===== src/rtl/core/hsrc_pkg.sv =====
// Shared widths, constants and position tables for the Hamming SEC row codec.
// No dependencies; used by hamming_sec_row_codec and its testbench.
package hsrc_pkg;

   localparam int MAX_DATA_BYTES = 4;
   localparam int MAX_CHECK_BITS = 6;
   localparam int BITS_PER_BYTE  = 8;
   localparam int DATA_W         = MAX_DATA_BYTES * BITS_PER_BYTE;
   localparam int CODE_W         = DATA_W + MAX_CHECK_BITS;
   localparam int SYN_W          = MAX_CHECK_BITS;
   localparam int CFG_W          = 3;
   localparam int ADDR_W         = 3;
   localparam int APB_W          = 32;

   // command codes of the request word
   localparam logic CMD_ENCODE = 1'b0;
   localparam logic CMD_DECODE = 1'b1;

   // register select, taken from the word index bit of paddr
   localparam logic REG_DATA_BYTES = 1'b0;

   localparam logic [CFG_W-1:0] DATA_BYTES_RESET = CFG_W'(MAX_DATA_BYTES);

   // 1-based codeword position of data bit k (the non power-of-two slots)
   localparam logic [SYN_W-1:0] DATA_POS [DATA_W] = '{
      6'd3,  6'd5,  6'd6,  6'd7,  6'd9,  6'd10, 6'd11, 6'd12,
      6'd13, 6'd14, 6'd15, 6'd17, 6'd18, 6'd19, 6'd20, 6'd21,
      6'd22, 6'd23, 6'd24, 6'd25, 6'd26, 6'd27, 6'd28, 6'd29,
      6'd30, 6'd31, 6'd33, 6'd34, 6'd35, 6'd36, 6'd37, 6'd38
   };

   // positions covered by check bit 2^c: bit q-1 set when (q & 2^c) != 0
   function automatic logic [CODE_W-1:0] check_mask(input int c);
      logic [CODE_W-1:0] m;
      m = '0;
      for (int i = 0; i < CODE_W; i++) begin
         m[i] = 1'(((i + 1) >> c) & 1);
      end
      return m;
   endfunction

endpackage


===== src/rtl/core/hamming_sec_row_codec.sv =====
// Hamming single-error-correcting encoder/decoder for one row of 1..4 bytes.
// Depends on hsrc_pkg for widths, the data position table and parity masks.

// One word per cycle unless a result is held back: an input register
// captures the request word, a single pass of fixed parity trees, syndrome
// compare and correction feeds the result register that drives rsp_*. Both
// stages move unless a result is held back, so a new word is taken every cycle
// while results drain, and an input word is taken even while a finished result
// waits. The data_bytes register (byte address 0, reset 4; 0 acts as 1 and
// 5..7 as 4) sets the codeword length n = 12, 21, 29 or 38. Change it only
// while no word is in flight. Encode returns the codeword with check bits at
// positions 1, 2, 4, ...; decode returns the corrected codeword, the extracted
// data, the syndrome and flags for a corrected bit or a syndrome beyond n.
module hamming_sec_row_codec (
   input  logic                         clock,
   input  logic                         reset,
   // request channel
   input  logic                         req_valid,
   output logic                         req_ready,
   input  logic                         req_command,
   input  logic [hsrc_pkg::DATA_W-1:0]  req_data_word,
   input  logic [hsrc_pkg::CODE_W-1:0]  req_code_word,
   input  logic                         req_last_row,
   // result channel
   output logic                         rsp_valid,
   input  logic                         rsp_ready,
   output logic [hsrc_pkg::CODE_W-1:0]  rsp_code_word_out,
   output logic [hsrc_pkg::DATA_W-1:0]  rsp_data_out,
   output logic [hsrc_pkg::SYN_W-1:0]   rsp_syndrome,
   output logic                         rsp_bit_flipped,
   output logic                         rsp_syndrome_out_of_range,
   output logic                         rsp_last_row_out,
   // configuration port
   input  logic                         psel,
   input  logic                         penable,
   input  logic                         pwrite,
   input  logic [hsrc_pkg::ADDR_W-1:0]  paddr,
   input  logic [hsrc_pkg::APB_W-1:0]   pwdata,
   output logic [hsrc_pkg::APB_W-1:0]   prdata,
   output logic                         pready
);

   // ---------------------------------------------------------------
   // Configuration register
   // ---------------------------------------------------------------
   logic [hsrc_pkg::CFG_W-1:0] data_bytes_ff, data_bytes_in;
   logic                       reg_sel;

   assign reg_sel = (paddr[2] == hsrc_pkg::REG_DATA_BYTES);
   assign pready  = 1'b1;

   always_comb begin
      data_bytes_in = data_bytes_ff;
      if (psel && penable && pwrite && reg_sel) begin
         data_bytes_in = pwdata[hsrc_pkg::CFG_W-1:0];
      end
   end

   always_ff @(posedge clock) begin
      if (reset) begin
         data_bytes_ff <= hsrc_pkg::DATA_BYTES_RESET;
      end else begin
         data_bytes_ff <= data_bytes_in;
      end
   end

   assign prdata = reg_sel ? {{(hsrc_pkg::APB_W-hsrc_pkg::CFG_W){1'b0}}, data_bytes_ff}
                           : '0;

   // ---------------------------------------------------------------
   // Pipeline flow: both stages move when the result side frees up
   // ---------------------------------------------------------------
   logic s1_valid_ff, s1_valid_in;
   logic s2_valid_ff, s2_valid_in;
   logic s2_load;

   assign s2_load   = s1_valid_ff && (!s2_valid_ff || rsp_ready);
   assign req_ready = !s1_valid_ff || s2_load;

   always_comb begin
      s1_valid_in = s1_valid_ff;
      if (req_ready) s1_valid_in = req_valid;
      s2_valid_in = s2_valid_ff;
      if (s2_load) s2_valid_in = 1'b1;
      else if (rsp_ready) s2_valid_in = 1'b0;
   end

   always_ff @(posedge clock) begin
      if (reset) begin
         s1_valid_ff <= 1'b0;
         s2_valid_ff <= 1'b0;
      end else begin
         s1_valid_ff <= s1_valid_in;
         s2_valid_ff <= s2_valid_in;
      end
   end

   // input register (payload, no reset)
   logic                        s1_command_ff;
   logic [hsrc_pkg::DATA_W-1:0] s1_data_ff;
   logic [hsrc_pkg::CODE_W-1:0] s1_code_ff;
   logic                        s1_last_ff;

   always_ff @(posedge clock) begin
      if (req_valid && req_ready) begin
         s1_command_ff <= req_command;
         s1_data_ff    <= req_data_word;
         s1_code_ff    <= req_code_word;
         s1_last_ff    <= req_last_row;
      end
   end

   // ---------------------------------------------------------------
   // Row geometry from data_bytes
   // ---------------------------------------------------------------
   logic [hsrc_pkg::SYN_W-1:0]  code_len;    // n
   logic [2:0]                  row_bytes;   // effective bytes, 1..4
   logic [hsrc_pkg::CODE_W-1:0] code_mask;
   logic [hsrc_pkg::DATA_W-1:0] data_mask;

   always_comb begin
      case (data_bytes_ff) inside
         3'd0, 3'd1: begin code_len = 6'd12; row_bytes = 3'd1; end
         3'd2:       begin code_len = 6'd21; row_bytes = 3'd2; end
         3'd3:       begin code_len = 6'd29; row_bytes = 3'd3; end
         default:    begin code_len = 6'd38; row_bytes = 3'd4; end
      endcase
      for (int i = 0; i < hsrc_pkg::CODE_W; i++) begin
         code_mask[i] = (6'(i) < code_len);
      end
      for (int i = 0; i < hsrc_pkg::DATA_W; i++) begin
         data_mask[i] = (3'(i / hsrc_pkg::BITS_PER_BYTE) < row_bytes);
      end
   end

   // ---------------------------------------------------------------
   // Encode: scatter data MSB first into non power-of-two slots, then
   // drop in the check bits. Slots above n stay zero, so the fixed
   // full-width masks give the same parities as the n-bit sums.
   // ---------------------------------------------------------------
   logic [hsrc_pkg::DATA_W-1:0] enc_data;
   logic [hsrc_pkg::CODE_W-1:0] enc_slots;
   logic [hsrc_pkg::CODE_W-1:0] enc_word;

   always_comb begin
      enc_data  = s1_data_ff & data_mask;
      enc_slots = '0;
      for (int k = 0; k < hsrc_pkg::DATA_W; k++) begin
         enc_slots[hsrc_pkg::DATA_POS[k] - 6'd1] = enc_data[k ^ 7];
      end
      enc_word = enc_slots;
      for (int c = 0; c < hsrc_pkg::MAX_CHECK_BITS; c++) begin
         enc_word[(1 << c) - 1] = ^(enc_slots & hsrc_pkg::check_mask(c));
      end
   end

   // ---------------------------------------------------------------
   // Decode: syndrome, single-bit fix, data gather
   // ---------------------------------------------------------------
   logic [hsrc_pkg::CODE_W-1:0] dec_in;
   logic [hsrc_pkg::SYN_W-1:0]  dec_syn;
   logic                        dec_flip;
   logic                        dec_oor;
   logic [hsrc_pkg::CODE_W-1:0] dec_word;
   logic [hsrc_pkg::DATA_W-1:0] dec_data;

   always_comb begin
      dec_in = s1_code_ff & code_mask;
      for (int c = 0; c < hsrc_pkg::MAX_CHECK_BITS; c++) begin
         dec_syn[c] = ^(dec_in & hsrc_pkg::check_mask(c));
      end
      dec_flip = (dec_syn != '0) && (dec_syn <= code_len);
      dec_oor  = (dec_syn != '0) && (dec_syn > code_len);
      for (int i = 0; i < hsrc_pkg::CODE_W; i++) begin
         dec_word[i] = dec_in[i] ^ (dec_flip && (dec_syn == 6'(i + 1)));
      end
      for (int k = 0; k < hsrc_pkg::DATA_W; k++) begin
         dec_data[k ^ 7] = dec_word[hsrc_pkg::DATA_POS[k] - 6'd1];
      end
   end

   // ---------------------------------------------------------------
   // Result register
   // ---------------------------------------------------------------
   logic [hsrc_pkg::CODE_W-1:0] code_out_ff;
   logic [hsrc_pkg::DATA_W-1:0] data_out_ff;
   logic [hsrc_pkg::SYN_W-1:0]  syn_ff;
   logic                        flip_ff;
   logic                        oor_ff;
   logic                        last_ff;

   always_ff @(posedge clock) begin
      if (s2_load) begin
         last_ff <= s1_last_ff;
         if (s1_command_ff == hsrc_pkg::CMD_DECODE) begin
            code_out_ff <= dec_word;
            data_out_ff <= dec_data;
            syn_ff      <= dec_syn;
            flip_ff     <= dec_flip;
            oor_ff      <= dec_oor;
         end else begin
            code_out_ff <= enc_word;
            data_out_ff <= enc_data;
            syn_ff      <= '0;
            flip_ff     <= 1'b0;
            oor_ff      <= 1'b0;
         end
      end
   end

   assign rsp_valid                 = s2_valid_ff;
   assign rsp_code_word_out         = code_out_ff;
   assign rsp_data_out              = data_out_ff;
   assign rsp_syndrome              = syn_ff;
   assign rsp_bit_flipped           = flip_ff;
   assign rsp_syndrome_out_of_range = oor_ff;
   assign rsp_last_row_out          = last_ff;

`ifndef SYNTHESIS
   // a corrected word has a real syndrome and is never also flagged
   a_flip_consistent: assert property (@(posedge clock) disable iff (reset)
      rsp_valid && rsp_bit_flipped |-> rsp_syndrome != '0 && !rsp_syndrome_out_of_range)
      else $error("bit_flipped with zero syndrome or out-of-range flag");

   // a flagged syndrome is nonzero and lies beyond the shortest codeword
   a_oor_nonzero: assert property (@(posedge clock) disable iff (reset)
      rsp_valid && rsp_syndrome_out_of_range |-> rsp_syndrome > 6'd12)
      else $error("out-of-range flag with an in-range syndrome");

   // a held input word is never lost
   a_s1_hold: assert property (@(posedge clock) disable iff (reset)
      s1_valid_ff && !s2_load |=> s1_valid_ff)
      else $error("input stage dropped a word");

   // a load always leaves a result word on the port
   a_s2_source: assert property (@(posedge clock) disable iff (reset)
      s2_load |=> rsp_valid)
      else $error("result stage empty after a load");
`endif

endmodule


===== config.mk =====
export PLATFORM = sky130hd
export DESIGN_NAME = hamming_sec_row_codec
export DESIGN_NICKNAME = d
export VERILOG_FILES = /design/src/rtl/core/hsrc_pkg.sv /design/src/rtl/core/hamming_sec_row_codec.sv
export SDC_FILE = /design/constraint.sdc
export NUM_CORES = 1
export LEC_CHECK = 0
export ABC_AREA = 1
export BUFFER_PORTS_ARGS = -buffer_cell sky130_fd_sc_hd__buf_2
export CAP_MARGIN = 20
export CORE_ASPECT_RATIO = 0.5
export CORE_UTILIZATION = 54
export DETAILED_ROUTE_END_ITERATION = 8
export PLACE_DENSITY_LB_ADDON = 0.15
export SYNTH_ARGS = -nofsm -noshare
export SYNTH_HDL_FRONTEND = slang
export SYNTH_SLANG_ARGS = --single-unit

===== constraint.sdc =====
create_clock -name clock -period 4.1 [get_ports clock]
set_input_delay 0.82 -clock clock [delete_from_list [all_inputs] [get_ports clock]]
set_output_delay 0.82 -clock clock [all_outputs]
set_load 0.1 [all_outputs]

Word level (Yosys, flattened, before mapping)
Index checks and enable logic that the tools add are counted.
{"block": "word_totals", "out_inout_bits": 114, "inputBits": 114, "regBits": 156, "wordCells": 215}
{"block": "op_classes", "reduce_logical": 65, "n_mux": 11, "order_cmp": 44, "n_bitwise": 41, "n_eq_ne": 41}
{"op": "38-bit parity", "count": 12}
{"op": "6-bit by 5-bit equality test with 1-bit output, second input constant", "count": 16}
{"op": "5-bit by 6-bit < comparator with 1-bit output, first input constant", "count": 16}
{"op": "6-bit by 4-bit equality test with 1-bit output, second input constant", "count": 8}
{"op": "4-bit by 6-bit < comparator with 1-bit output, first input constant", "count": 8}
{"op": "1-bit logical AND", "count": 45}
{"op": "6-bit equality test, second input constant", "count": 7}
{"op": "38-bit AND", "count": 1}
{"op": "38-bit 2-to-1 mux", "count": 1}
{"op": "1-bit XOR", "count": 38}
{"op": "6-bit < comparator, first input constant", "count": 6}
{"op": "32-bit AND", "count": 1}
{"op": "32-bit 2-to-1 mux", "count": 1}
{"op": "6-bit by 3-bit equality test with 1-bit output, second input constant", "count": 4}
{"op": "3-bit by 6-bit < comparator with 1-bit output, first input constant", "count": 4}
{"op": "6-bit 2-to-1 mux", "count": 3}
{"op": "6-bit by 2-bit equality test with 1-bit output, second input constant", "count": 2}
{"op": "1-bit by 6-bit < comparator with 1-bit output, first input constant", "count": 2}
{"op": "2-bit by 6-bit < comparator with 1-bit output, first input constant", "count": 2}
{"op": "3-bit 2-to-1 mux", "count": 4}
{"op": "3-bit by 2-bit equality test with 1-bit output, second input constant", "count": 2}
{"op": "6-bit by 1-bit equality test with 1-bit output, second input constant", "count": 1}
{"op": "6-bit > comparator", "count": 1}
{"op": "6-bit <= comparator", "count": 1}
{"op": "11 further kinds", "count": 16}

Longest topological paths before layout
Gate-level depths: netlist (run 1).
{"block": "logic_depth", "word_depth": 12, "ltp_mapped": 27, "depth_no_buf": 24}

Least setup slack after synthesis (run 1)
No wires, ideal clock.
{"block": "synth_timing", "path_type": "flip-flop to flip-flop", "startpoint": "reg s2_valid_ff (netlist: rsp_valid)", "endpoint": "reg s1_code_ff[0] (netlist name), enable pin", "path_stages_with_launch": 4, "setup_ps": 575, "slack_ps": 363, "arrival_ps": 3162, "period_less_slack_ps": 3737, "n_path_buf": 0, "required_ps": 3525, "path_cell_list": "dfxtp_1 -> nand3_1 -> nand2_1 -> inv_1"}
{"block": "synth_via", "elab_chain_cells": 5}
{"element": "start, declared", "line_no": "hamming_sec_row_codec.sv:74", "text": "logic s2_valid_ff, s2_valid_in;"}
{"element": "start signal, assigned", "line_no": "hamming_sec_row_codec.sv:94", "text": "s2_valid_ff <= s2_valid_in;"}
{"element": "1-bit zero test", "line_no": "hamming_sec_row_codec.sv:77", "text": "assign s2_load = s1_valid_ff && (!s2_valid_ff || rsp_ready);"}
{"element": "1-bit logical OR", "line_no": "hamming_sec_row_codec.sv:77"}
{"element": "1-bit logical AND", "line_no": "hamming_sec_row_codec.sv:77"}
{"element": "1-bit logical OR", "line_no": "hamming_sec_row_codec.sv:78", "text": "assign req_ready = !s1_valid_ff || s2_load;"}
{"element": "named net req_ready", "line_no": "hamming_sec_row_codec.sv:19", "text": "output logic req_ready,"}
{"element": "1-bit logical AND", "line_no": "hamming_sec_row_codec.sv:105", "text": "if (req_valid && req_ready) begin"}
{"element": "end signal, assigned", "line_no": "hamming_sec_row_codec.sv:108", "text": "s1_code_ff <= req_code_word;"}
{"element": "end, declared", "line_no": "hamming_sec_row_codec.sv:101", "text": "logic [hsrc_pkg::CODE_W-1:0] s1_code_ff;"}
The timed path passes the listed nets, and every way through them passes these cells.
A chain may end at the register's enable or synchronous reset.

Final worst setup path (run 1)
{"block": "layout_timing", "startpoint": "reg data_bytes_ff[2] (netlist name)", "endpoint": "reg code_out_ff, in the netlist rsp_code_word_out[0] (data pin)"}
{"block": "layout_via", "elab_chain_cells": 12, "elab_cells_between_ends": 69, "cone_classes": "order compare (43); eq/ne (4); mux (7); bitwise (3); reduce/logical (12)"}
{"element": "start, declared", "line_no": "hamming_sec_row_codec.sv:46", "text": "logic [hsrc_pkg::CFG_W-1:0] data_bytes_ff, data_bytes_in;"}
{"element": "start signal, assigned", "line_no": "hamming_sec_row_codec.sv:61", "text": "data_bytes_ff <= hsrc_pkg::DATA_BYTES_RESET;"}
{"element": "start signal, assigned", "line_no": "hamming_sec_row_codec.sv:63", "text": "data_bytes_ff <= data_bytes_in;"}
{"element": "3-bit by 2-bit equality test with 1-bit output (no source line)"}
{"element": "6-bit 2-to-1 mux (2 in a row)", "line_no": "hamming_sec_row_codec.sv:122", "text": "case (data_bytes_ff) inside"}
{"element": "6-bit 2-to-1 mux *", "line_no": "hamming_sec_row_codec.sv:122"}
{"element": "4-bit by 6-bit < comparator with 1-bit output / 5-bit by 6-bit < comparator with 1-bit output (equally long branches)", "line_no": "hamming_sec_row_codec.sv:129", "text": "code_mask[i] = (6'(i) < code_len);"}
{"element": "38-bit AND *", "line_no": "hamming_sec_row_codec.sv:168", "text": "dec_in = s1_code_ff & code_mask;"}
{"element": "38-bit parity *", "line_no": "hamming_sec_row_codec.sv:170", "text": "dec_syn[c] = ^(dec_in & hsrc_pkg::check_mask(c));"}
{"element": "named net dec_syn (one bit)", "line_no": "hamming_sec_row_codec.sv:161", "text": "logic [hsrc_pkg::SYN_W-1:0] dec_syn;"}
{"element": "6-bit <= comparator / 6-bit nonzero test (equally long branches)", "line_no": "hamming_sec_row_codec.sv:172", "text": "dec_flip = (dec_syn != '0) && (dec_syn <= code_len);"}
{"element": "1-bit logical AND", "line_no": "hamming_sec_row_codec.sv:172"}
{"element": "1-bit logical AND *", "line_no": "hamming_sec_row_codec.sv:175", "text": "dec_word[i] = dec_in[i] ^ (dec_flip && (dec_syn == 6'(i + 1)));"}
{"element": "1-bit XOR *", "line_no": "hamming_sec_row_codec.sv:175"}
{"element": "38-bit 2-to-1 mux *", "line_no": "hamming_sec_row_codec.sv:195", "text": "if (s1_command_ff == hsrc_pkg::CMD_DECODE) begin"}
{"element": "end signal, assigned", "line_no": "hamming_sec_row_codec.sv:196", "text": "code_out_ff <= dec_word;"}
{"element": "end signal, assigned", "line_no": "hamming_sec_row_codec.sv:202", "text": "code_out_ff <= enc_word;"}
{"element": "end, declared", "line_no": "hamming_sec_row_codec.sv:185", "text": "logic [hsrc_pkg::CODE_W-1:0] code_out_ff;"}
Mark *: on every way through the listed nets, which the timed path passes. The rest lies on a longest branch.

==> run_results.csv, run 1 <==
group,metric,value,unit
global_route,grt_pass1_vias,6454,
hold_path,hp-class,"flop to flop",
placement,gp_congestion,0.9485,
floorplanning,dieWidth,177.4,um
floorplanning,std_cell_rows,31,
placement,portBuffers,166,
synth,synth-seq-cells,124,
hold_path,hold_start,"s1_last_ff$_DFFE_PP_",
cells_and_area,finalNonFillerCells,1425,
routing,drt_iter0_drc,531,
synth,yosys_warnings,0,
timing,worst_pin_slew,722.1,ps
floorplanning,coreArea,14740,um^2
synth,syn_area_per_cell,7.687,um^2
cells_and_area,layout_common_cells,"nand2_1 (368), buf_2 (166), nand3_1 (126)",
routing,vias_per_cell,5.197,
synth,yosysUniqueCellTypes,34,
cells_and_area,layout-drive-gt1-share,0.2013,
worst_setup_path,path_max_fanout,77,
clocking,numCtsBuffers,17,
clocking,clk_pin_slew,60,ps
placement,dpl.hpwl,15900,um
timing,timing.final.max_slew_violations,0,
timing,rsz0062_at_grt,"false",
worst_setup_path,cp-end-kind,"flop",
global_route,grt_antenna_before_repair,0,
clocking,cts_tree,"yes",
timing,fin_worst_skew,7.491,ps
worst_setup_path,r2r_end,"rsp_code_word_out[0]$_DFFE_PP_",
worst_setup_path,worst-setup-path-type,"flop to flop",
synth,synth_flop_cell,"edfxtp_1",
timing,setup_viol,0,
worst_setup_path,reg2regPathDepth,22,
synth,synth-edff-count,119,
floorplanning,initial_core_util,0.5638,
worst_setup_path,rrSetupSlack,450,ps
worst_setup_path,required,4270,ps
clocking,ctsHoldBuffers,0,
run_status,status,"finished, final reports clean",
synth,synth-seq-area-share,0.4421,
clocking,ctsRootBufferMaster,"clkbuf_16",
routing,vias,7406,
floorplanning,die_area,15920,um^2
global_route,grt.overflow.total,0,
cells_and_area,diodes,0,
power_and_ir_drop,ir_drop,0.3002,mV
global_route,grt_max_degree,78,
floorplanning,io_pins,228,
synth,async_reset_ff_frac,0,
power_and_ir_drop,p_per_area,484.4,nW/um^2
routing,avgRoutedWirePerCell,14.92,um
timing,tns,0,ps
clocking,htree_levels,4,
worst_setup_path,r2r_start,"data_bytes_ff[2]$_SDFFE_PP1P_",
synth,netlist_area,8309,um^2
routing,drc,0,
timing,fmax,274.3,MHz
cells_and_area,final_common_cell,"nand2_1",
routing,postRouteWirelength,21260,um
synth,synth_cells,1081,
power_and_ir_drop,leakagePower,4.794,nW
cells_and_area,final_nets,1332,
hold_path,min_path_cells,0,
clocking,clk_latency,420,ps
hold_path,min_to,"rsp_last_row_out$_DFFE_PP_",
routing,drt-pass1-iter-count,7,
floorplanning,die_h,89.72,um
timing,fin_crit_sh,0.8892,
worst_setup_path,cp.arrival,3810,ps
placement,dp_cells,1392,
timing,slew_headroom,0.5186,
cells_and_area,fill_cells,1268,
global_route,grt_use_total,0.2741,
cells_and_area,areaGrowthSynthToFinish,15.00,%
worst_setup_path,startpoint_type,"flop",
timing,finalHoldViolCount,0,
routing,ant_nets,0,
clocking,clkSinkCount,124,
clocking,clock_path_buffers,2,
timing,layout_min_cycle_time,3646,ps
job,drv_cap,0,
global_route,grt_pass1_wl,33050,um
clocking,cts_setup_buffers,0,
-- worst max-delay path, stage by stage (launching register included) --
cell and delay [ps]:
dfxtp_2 440, inv_2 130, nand2_4 250, nand2_1 190, inv_1 140, nand2_1 60, nand2_1 110, nand2_1 80
nand2_1 60, nand2_1 90, nand2_1 120, nand2_1 70, nand3_2 120, nand2_2 90, ha_1 290, a21o_1 160
a21oi_1 120, nand2_1 100, nand2_2 80, buf_12 290, nand4_1 130, nand3_1 150, nand2_1 90
-- state kept, by name (all words and copies together), names as in the netlist --
register and flops:
rsp_last_row_out 1, rsp_syndrome_out_of_range 1, rsp_data_out 1, s1_last_ff 1, s1_data_ff 32, rsp_bit_flipped 1
s1_code_ff 38, s1_command_ff 1, data_bytes_ff 3, s1_valid_ff 1, rsp_valid 1, rsp_syndrome 6
rsp_code_word_out 37
-- what timing repair did --
action	in CTS	in global routing
endpoints found under the hold margin	0	0
setup endpoints to repair	0	38
gates resized for setup	0	2
-- cell usage after synthesis, drive strengths merged, types with 2 or more instances --
cell | count | area [um^2]
nand4 | 39 | 244.0
nand3b | 3 | 22.52
dfxtp | 5 | 100.1
buf | 86 | 631.8
ha | 4 | 50.05
nand3 | 130 | 670.6
o21ai | 21 | 116.4
a21oi | 17 | 88.84
xor2 | 30 | 262.8
inv | 126 | 473.0
or2 | 5 | 31.28
clkbuf | 6 | 22.52
xnor2 | 26 | 227.7
edfxtp | 119 | 3573
nor2 | 78 | 305.3
o22ai | 2 | 12.51
nand2 | 378 | 1444
conb | 2 | 7.510
-- metrics by stage --
step,util,area (um^2),power (mW),hold slack (ps),setup slack [ps]
finish,0.6483,9555,4.628,421.3,454.1
global route,0.6483,9555,4.831,423.5,98.52
CTS,0.6460,9522,4.622,423.6,112.0
detailed placement,0.6077,8957,3.172,411.0,144.0
global placement,0.6077,8957,3.148,405.4,227.4
floorplan,-,8414,2.930,400.3,362.8
-- report_power, final --
part	internal [mW]	switching, mW
Combinational	0.372	1.26
Clock	0.841	0.614
Sequential	1.50	0.0482
Total	2.71	1.92
-- worst max-delay path by stage --
stage                             startpoint                               to  slack [ps]  cells after the start
3_3_place_gp   data_bytes_ff[2]$_SDFFE_PP1P_  rsp_code_word_out[36]$_DFFE_PP_         230                     24
2_1_floorplan         rsp_valid$_SDFFE_PP0P_          s1_code_ff[0]$_DFFE_PP_         360                      3
6_report       data_bytes_ff[2]$_SDFFE_PP1P_   rsp_code_word_out[0]$_DFFE_PP_         450                     22
3_5_place_dp   data_bytes_ff[2]$_SDFFE_PP1P_   rsp_code_word_out[0]$_DFFE_PP_         140                     22
4_1_cts        data_bytes_ff[2]$_SDFFE_PP1P_   rsp_code_word_out[0]$_DFFE_PP_         110                     22
5_1_grt        data_bytes_ff[2]$_SDFFE_PP1P_  rsp_code_word_out[36]$_DFFE_PP_         100                     24
-- cell families (layout without fill, tap and decap cells) --
| family | count (synthesis) | count (layout) | synth area share |
|---|---|---|---|
| XOR/XNOR | 56 | 56 | 0.05903 |
| adder cells (fa/ha/maj) | 4 | 4 | 0.006023 |
| buffers and inverters | 219 | 337 | 0.1361 |
| flip-flops | 124 | 124 | 0.4421 |
| AND/OR/NAND/NOR | 634 | 634 | 0.3278 |
| AO/OA/AOI/OAI | 42 | 42 | 0.02801 |
| other | 2 | 30 | 0.0009038 |
-- area by class of cell --
type	count	area (um^2)	share of cell area
tap	198	247.7	0.02593
multi-input combinational	766	3626	0.3795
clock buffer	17	425.4	0.04452
clock inverter	15	138.9	0.01453
timing repair buffer	178	965.9	0.1011
inverter	127	476.7	0.04989
sequential	124	3675	0.3846
-- routing by layer --
metal / track usage / part of all wire
met1: 0.4070 / 0.48
met2: 0.4079 / 0.44
met3: 0.05288 / 0.074
met4: 0.07051 / 0.013
met5: 0 / 0
(Power assumes the default switching activity.)
==> run 2, diff against run 1 <==
==> constraint.sdc (replaced) <==
create_clock -name clock -period 4.1 [get_ports clock]
set_input_delay 0.205 -clock clock [delete_from_list [all_inputs] [get_ports clock]]
set_output_delay 0.205 -clock clock [all_outputs]
set_load 0.1 [all_outputs]
==> run_results.csv, run 2 (synthesis gave the netlist of run 1 again) <==
group,metric,value,unit
clocking,numCtsBuffers,17,
clocking,clk_latency,430,ps
power_and_ir_drop,finalPower,4.666,mW
worst_setup_path,cp.arrival,3760,ps
timing,timing.final.max_slew_violations,0,
job,drv_cap,0,
clocking,clk_pin_slew,60,ps
clocking,htree_levels,4,
global_route,grt_use_total,0.2983,
global_route,grt_antenna_before_repair,0,
timing,whs,17.81,ps
global_route,grt_max_degree,53,
worst_setup_path,worst_path_max_delay_cell,"dfxtp_2",
timing,fin_crit_sh,0.8734,
cells_and_area,layout_common_cells,"nand2_1 (368), buf_2 (166), nand3_1 (126)",
clocking,cts_setup_buffers,0,
global_route,grt_pass1_vias,7095,
clocking,clkSinkCount,124,
floorplanning,dieWidth,177.4,um
timing,worst_pin_slew,660.4,ps
cells_and_area,top_register,"s1_code_ff",
floorplanning,std_cell_rows,31,
routing,ant_nets,0,
power_and_ir_drop,ir_drop,0.3475,mV
routing,vias,7808,
worst_setup_path,required,4280,ps
cells_and_area,largest_reg_flops,38,
global_route,grt_pass1_wl,35740,um
routing,vias_per_cell,5.205,
clocking,ctsRootBufferMaster,"clkbuf_16",
timing,fmax,279.3,MHz
placement,dp_cells,1393,
global_route,grt.overflow.total,0,
cells_and_area,layout-drive-gt1-share,0.1912,
timing,setup_viol,0,
worst_setup_path,startpoint_type,"flop",
cells_and_area,finalNonFillerCells,1500,
power_and_ir_drop,leakagePower,5.121,nW
worst_setup_path,path_common_cell,"nand2_1",
routing,drt-pass1-iter-count,6,
timing,layout_min_cycle_time,3581,ps
power_and_ir_drop,p_per_area,452.4,nW/um^2
cells_and_area,areaGrowthSynthToFinish,24.11,%
worst_setup_path,worstPathCellList,"inv_2, nand2_4, nand2_1, inv_1, nand2_1, nand2_1, nand2_1, nand2_1, nand2_1, nand2_1, nand2_1, nand3_2, nand2_2, ha_1, a21o_1, a21oi_1, nand2_1, nand2_2, buf_4, nand4_1, nand3_1, nand2_1",
placement,portBuffers,166,
clocking,cts_tree,"yes",
timing,tns,0,ps
timing,rsz0062_at_grt,"false",
timing,finalHoldViolCount,0,
worst_setup_path,slowest_delay,430,ps
worst_setup_path,path_max_fanout,24,
cells_and_area,fill_cells,1182,
cells_and_area,diodes,0,
floorplanning,die_h,89.72,um
hold_path,hp-class,"primary input to flop",
floorplanning,io_pins,228,
cells_and_area,final_common_cell,"nand2_1",
placement,dpl.hpwl,16390,um
timing,fin_worst_skew,12.07,ps
routing,drt_iter0_drc,618,
floorplanning,coreArea,14740,um^2
routing,postRouteWirelength,22920,um
routing,drc,0,
worst_setup_path,cp-end-kind,"flop",
routing,avgRoutedWirePerCell,15.28,um
placement,gp_congestion,0.9113,
worst_setup_path,worst-setup-path-type,"flop to flop",
cells_and_area,seq_area,3675,um^2
clocking,clock_path_buffers,2,
run_status,status,"finished, final reports clean",
timing,slew_headroom,0.5587,
floorplanning,initial_core_util,0.5638,
cells_and_area,utilization,0.6997,
cells_and_area,final_nets,1407,
cells_and_area,multi_input_area,3626,um^2
floorplanning,die_area,15920,um^2
-- run 2: path summary, 6_finish.rpt --
| kind | slack [ps] | end | cells after the start | startpoint |
|---|---|---|---|---|
| setup / recovery | 520 | rsp_code_word_out[2]$_DFFE_PP_ | 22 | data_bytes_ff[2]$_SDFFE_PP1P_ |
| hold / removal | 20 | data_bytes_ff[2]$_SDFFE_PP1P_ | 3 | pwdata[2] |
| setup reg to reg | 520 | rsp_code_word_out[2]$_DFFE_PP_ | 22 | data_bytes_ff[2]$_SDFFE_PP1P_ |
| hold reg to reg | 430 | rsp_last_row_out$_DFFE_PP_ | 0 | s1_last_ff$_DFFE_PP_ |
-- run 2: final cells by class --
| type | count | share of cell area |
|---|---|---|
| multi-input cells | 766 | 0.3516 |
| repair buffers | 253 | 0.1691 |
| clock buffers | 18 | 0.04162 |
| clock inverters | 14 | 0.01104 |
| well taps | 198 | 0.02402 |
| inverters | 127 | 0.04623 |
| flip-flops and latches | 124 | 0.3563 |
-- run 2: where the power goes --
part           switching, mW  leakage [nW]  total (mW)  internal, mW
clock                  0.628         0.266        1.41         0.783
combinational           1.28          3.67        1.71         0.427
sequential            0.0500          1.19        1.55          1.50
-- run 2: critical path: cells and delay by family (launching register included) --
kind	cells	cell delay [ps]
AOI/OAI and AO/OA	2	280
buffers and inverters	3	530
adders and majority gates	1	310
DFF	1	430
and+or+nand+nor	16	1790
-- run 2: through the flow --
stage	worst slack (ps)	instance area, um^2
final	519.1	10310
after global routing	134.5	10310
after CTS	190.9	10260
after detailed placement	219.1	8985
after global placement	306.0	8957
after floorplan	362.8	8414
-- run 2: metal layers --
layer | up-vias | share of wire | GRT usage
li1 | 3828 | - | -
met1 | 3604 | 0.45 | 0.4107
met2 | 334 | 0.45 | 0.4746
met3 | 42 | 0.082 | 0.05711
met4 | 0 | 0.018 | 0.09473
met5 | - | 0 | 0
-- run 2: what timing repair did --
item                                    in CTS  in global routing
endpoints found under the setup margin       0                 38
hold buffers                                73                  0
hold endpoints to repair                    74                  0
gates resized for setup                      0                  2
==> run 3, diff against run 2 <==
Settings changed: ABC_CLOCK_PERIOD_IN_PS set to 3400.
Clock period 4.1 ns to 3.4 ns, I/O delays scaled along.
==> run_results.csv, run 3 (synthesis gave the netlist of run 1 again) <==
group,metric,value,unit
run_status,status,"finished, final reports clean",
worst_setup_path,slowest_delay,360,ps
power_and_ir_drop,finalPower,6.261,mW
global_route,grt_max_degree,48,
worst_setup_path,worst-setup-path-type,"flop to flop",
cells_and_area,fin_area,11100,um^2
timing,fin_crit_sh,0.9839,
cells_and_area,top_register,"s1_code_ff",
global_route,grt_antenna_before_repair,0,
cells_and_area,layout-drive-gt1-share,0.2556,
worst_setup_path,startpoint_type,"flop",
floorplanning,std_cell_rows,31,
cells_and_area,layout_common_cells,"nand2_1 (341), buf_2 (166), edfxtp_1 (119)",
floorplanning,initial_core_util,0.5638,
clocking,numCtsBuffers,17,
worst_setup_path,path_buf_inv,5,
timing,timing.final.max_slew_violations,0,
worst_setup_path,worstPathCellList,"buf_6, buf_8, nand2_1, o22ai_2, nor2_1, a21oi_1, xnor2_2, inv_1, ha_1, nand3_2, nor2_2, nand3b_1, buf_6, nand2_8, clkbuf_16, nand4_1, nand3_1, nand2_1",
routing,drt-pass1-iter-count,5,
timing,worst_pin_slew,786.0,ps
cells_and_area,areaGrowthSynthToFinish,33.53,%
placement,portBuffers,166,
routing,postRouteWirelength,25500,um
worst_setup_path,critPathTopFamily,"simple AND/OR/NAND/NOR gates",
worst_setup_path,rrSetupSlack,50,ps
clocking,clkSinkCount,124,
routing,vias,8245,
global_route,grt_pass1_vias,7231,
power_and_ir_drop,leakagePower,5.454,nW
timing,tns,0,ps
timing,finalHoldViolCount,0,
worst_setup_path,path_max_fanout,17,
floorplanning,die_area,15920,um^2
placement,gp_congestion,0.9185,
clocking,ctsRootBufferMaster,"clkbuf_16",
routing,vias_per_cell,5.354,
timing,whs,31.68,ps
floorplanning,io_pins,228,
cells_and_area,final_common_cell,"nand2_1",
floorplanning,dieWidth,177.4,um
cells_and_area,diodes,0,
worst_setup_path,cp-end-kind,"flop",
placement,place_area,9125,um^2
clocking,clk_pin_slew,60,ps
hold_path,hp-class,"primary input to flop",
timing,setup_viol,0,
cells_and_area,largest_reg_flops,38,
power_and_ir_drop,ir_drop,0.4344,mV
timing,slew_headroom,0.4754,
clocking,clk_latency,440,ps
clocking,clock_path_buffers,2,
routing,avgRoutedWirePerCell,16.56,um
timing,fin_worst_skew,17.12,ps
floorplanning,coreArea,14740,um^2
routing,drt_iter0_drc,846,
worst_setup_path,required,3580,ps
cells_and_area,final_nets,1448,
global_route,grt_use_total,0.3050,
worst_setup_path,worst_path_max_delay_cell,"dfxtp_2",
placement,dpl.hpwl,16520,um
floorplanning,die_h,89.72,um
global_route,grt_pass1_wl,36710,um
worst_setup_path,cp.arrival,3520,ps
global_route,grt.overflow.total,0,
timing,layout_min_cycle_time,3345,ps
clocking,cts_tree,"yes",
timing,fmax,298.9,MHz
power_and_ir_drop,p_per_area,564.3,nW/um^2
clocking,htree_levels,4,
job,drv_cap,0,
routing,drc,0,
routing,ant_nets,0,
run 3: changes by cell type in the layout (fill, tap and decap cells not counted), moves of 6 or more:
cell / change
nand2_4: +6
nand3_1: -12
nand2_2: +20
nand2_1: -27
nand3_2: +12
buf_4: +24
run 3: worst paths after layout:
path / cells past startpoint / from / to
max: 18 / data_bytes_ff[2]$_SDFFE_PP1P_ / rsp_code_word_out[21]$_DFFE_PP_
min: 3 / req_valid / s1_valid_ff$_SDFFE_PP0N_
max reg2reg: 18 / data_bytes_ff[2]$_SDFFE_PP1P_ / rsp_code_word_out[21]$_DFFE_PP_
min reg2reg: 0 / s1_last_ff$_DFFE_PP_ / rsp_last_row_out$_DFFE_PP_
run 3: power breakdown:
part           switching, mW  internal, mW  leakage (nW)
registers             0.0642          1.81          1.19
clock network          0.749          1.15         0.279
logic                   1.72         0.766          3.98
total                   2.54          3.72          5.45
run 3: area by class of cell:
cell class,instances,area [um^2]
repair buffers,291,2146
multi-input cells,769,3941
clock buffers,18,429.2
well taps,198,247.7
clock inverters,13,168.9
flip-flops and latches,124,3680
fillers,1072,3643
inverters,127,483.0
run 3: worst register-to-register path, delay by kind of cell, from the launching register on:
kind | cells | cell delay, ps
simple gates | 9 | 990
buf+inv | 5 | 820
compound gates | 2 | 400
flops | 1 | 360
fa+ha+maj | 1 | 340
xor+xnor | 1 | 190
run 3: what timing repair did:
action / 4_1_cts / 5_1_grt
hold buffers: 74 / 0
buffers inserted: 0 / 13
endpoints found under the hold margin: 75 / 0
resized for setup: 0 / 93
endpoints found under the setup margin: 0 / 38
run 3: per-layer routing:
| layer | vias to the layer above | track usage | wire length (um) |
|---|---|---|---|
| li1 | 3913 | - | - |
| met1 | 3806 | 0.4264 | 10730 |
| met2 | 488 | 0.4912 | 11700 |
| met3 | 38 | 0.04907 | 2744 |
| met4 | 0 | 0.08191 | 329 |
| met5 | - | 0 | 0 |
run 3: through the flow:
| stage | cells | util | worst slack [ps] |
|---|---|---|---|
| floorplan | 1109 | - | 2.353 |
| CTS | 1517 | 0.7099 | 74.06 |
| global placement | 1412 | 0.6191 | 151.9 |
| detailed placement | 1412 | 0.6191 | 100.1 |
| finish | 1540 | 0.7528 | 54.90 |
| global route | 1540 | 0.7528 | -81.97 |
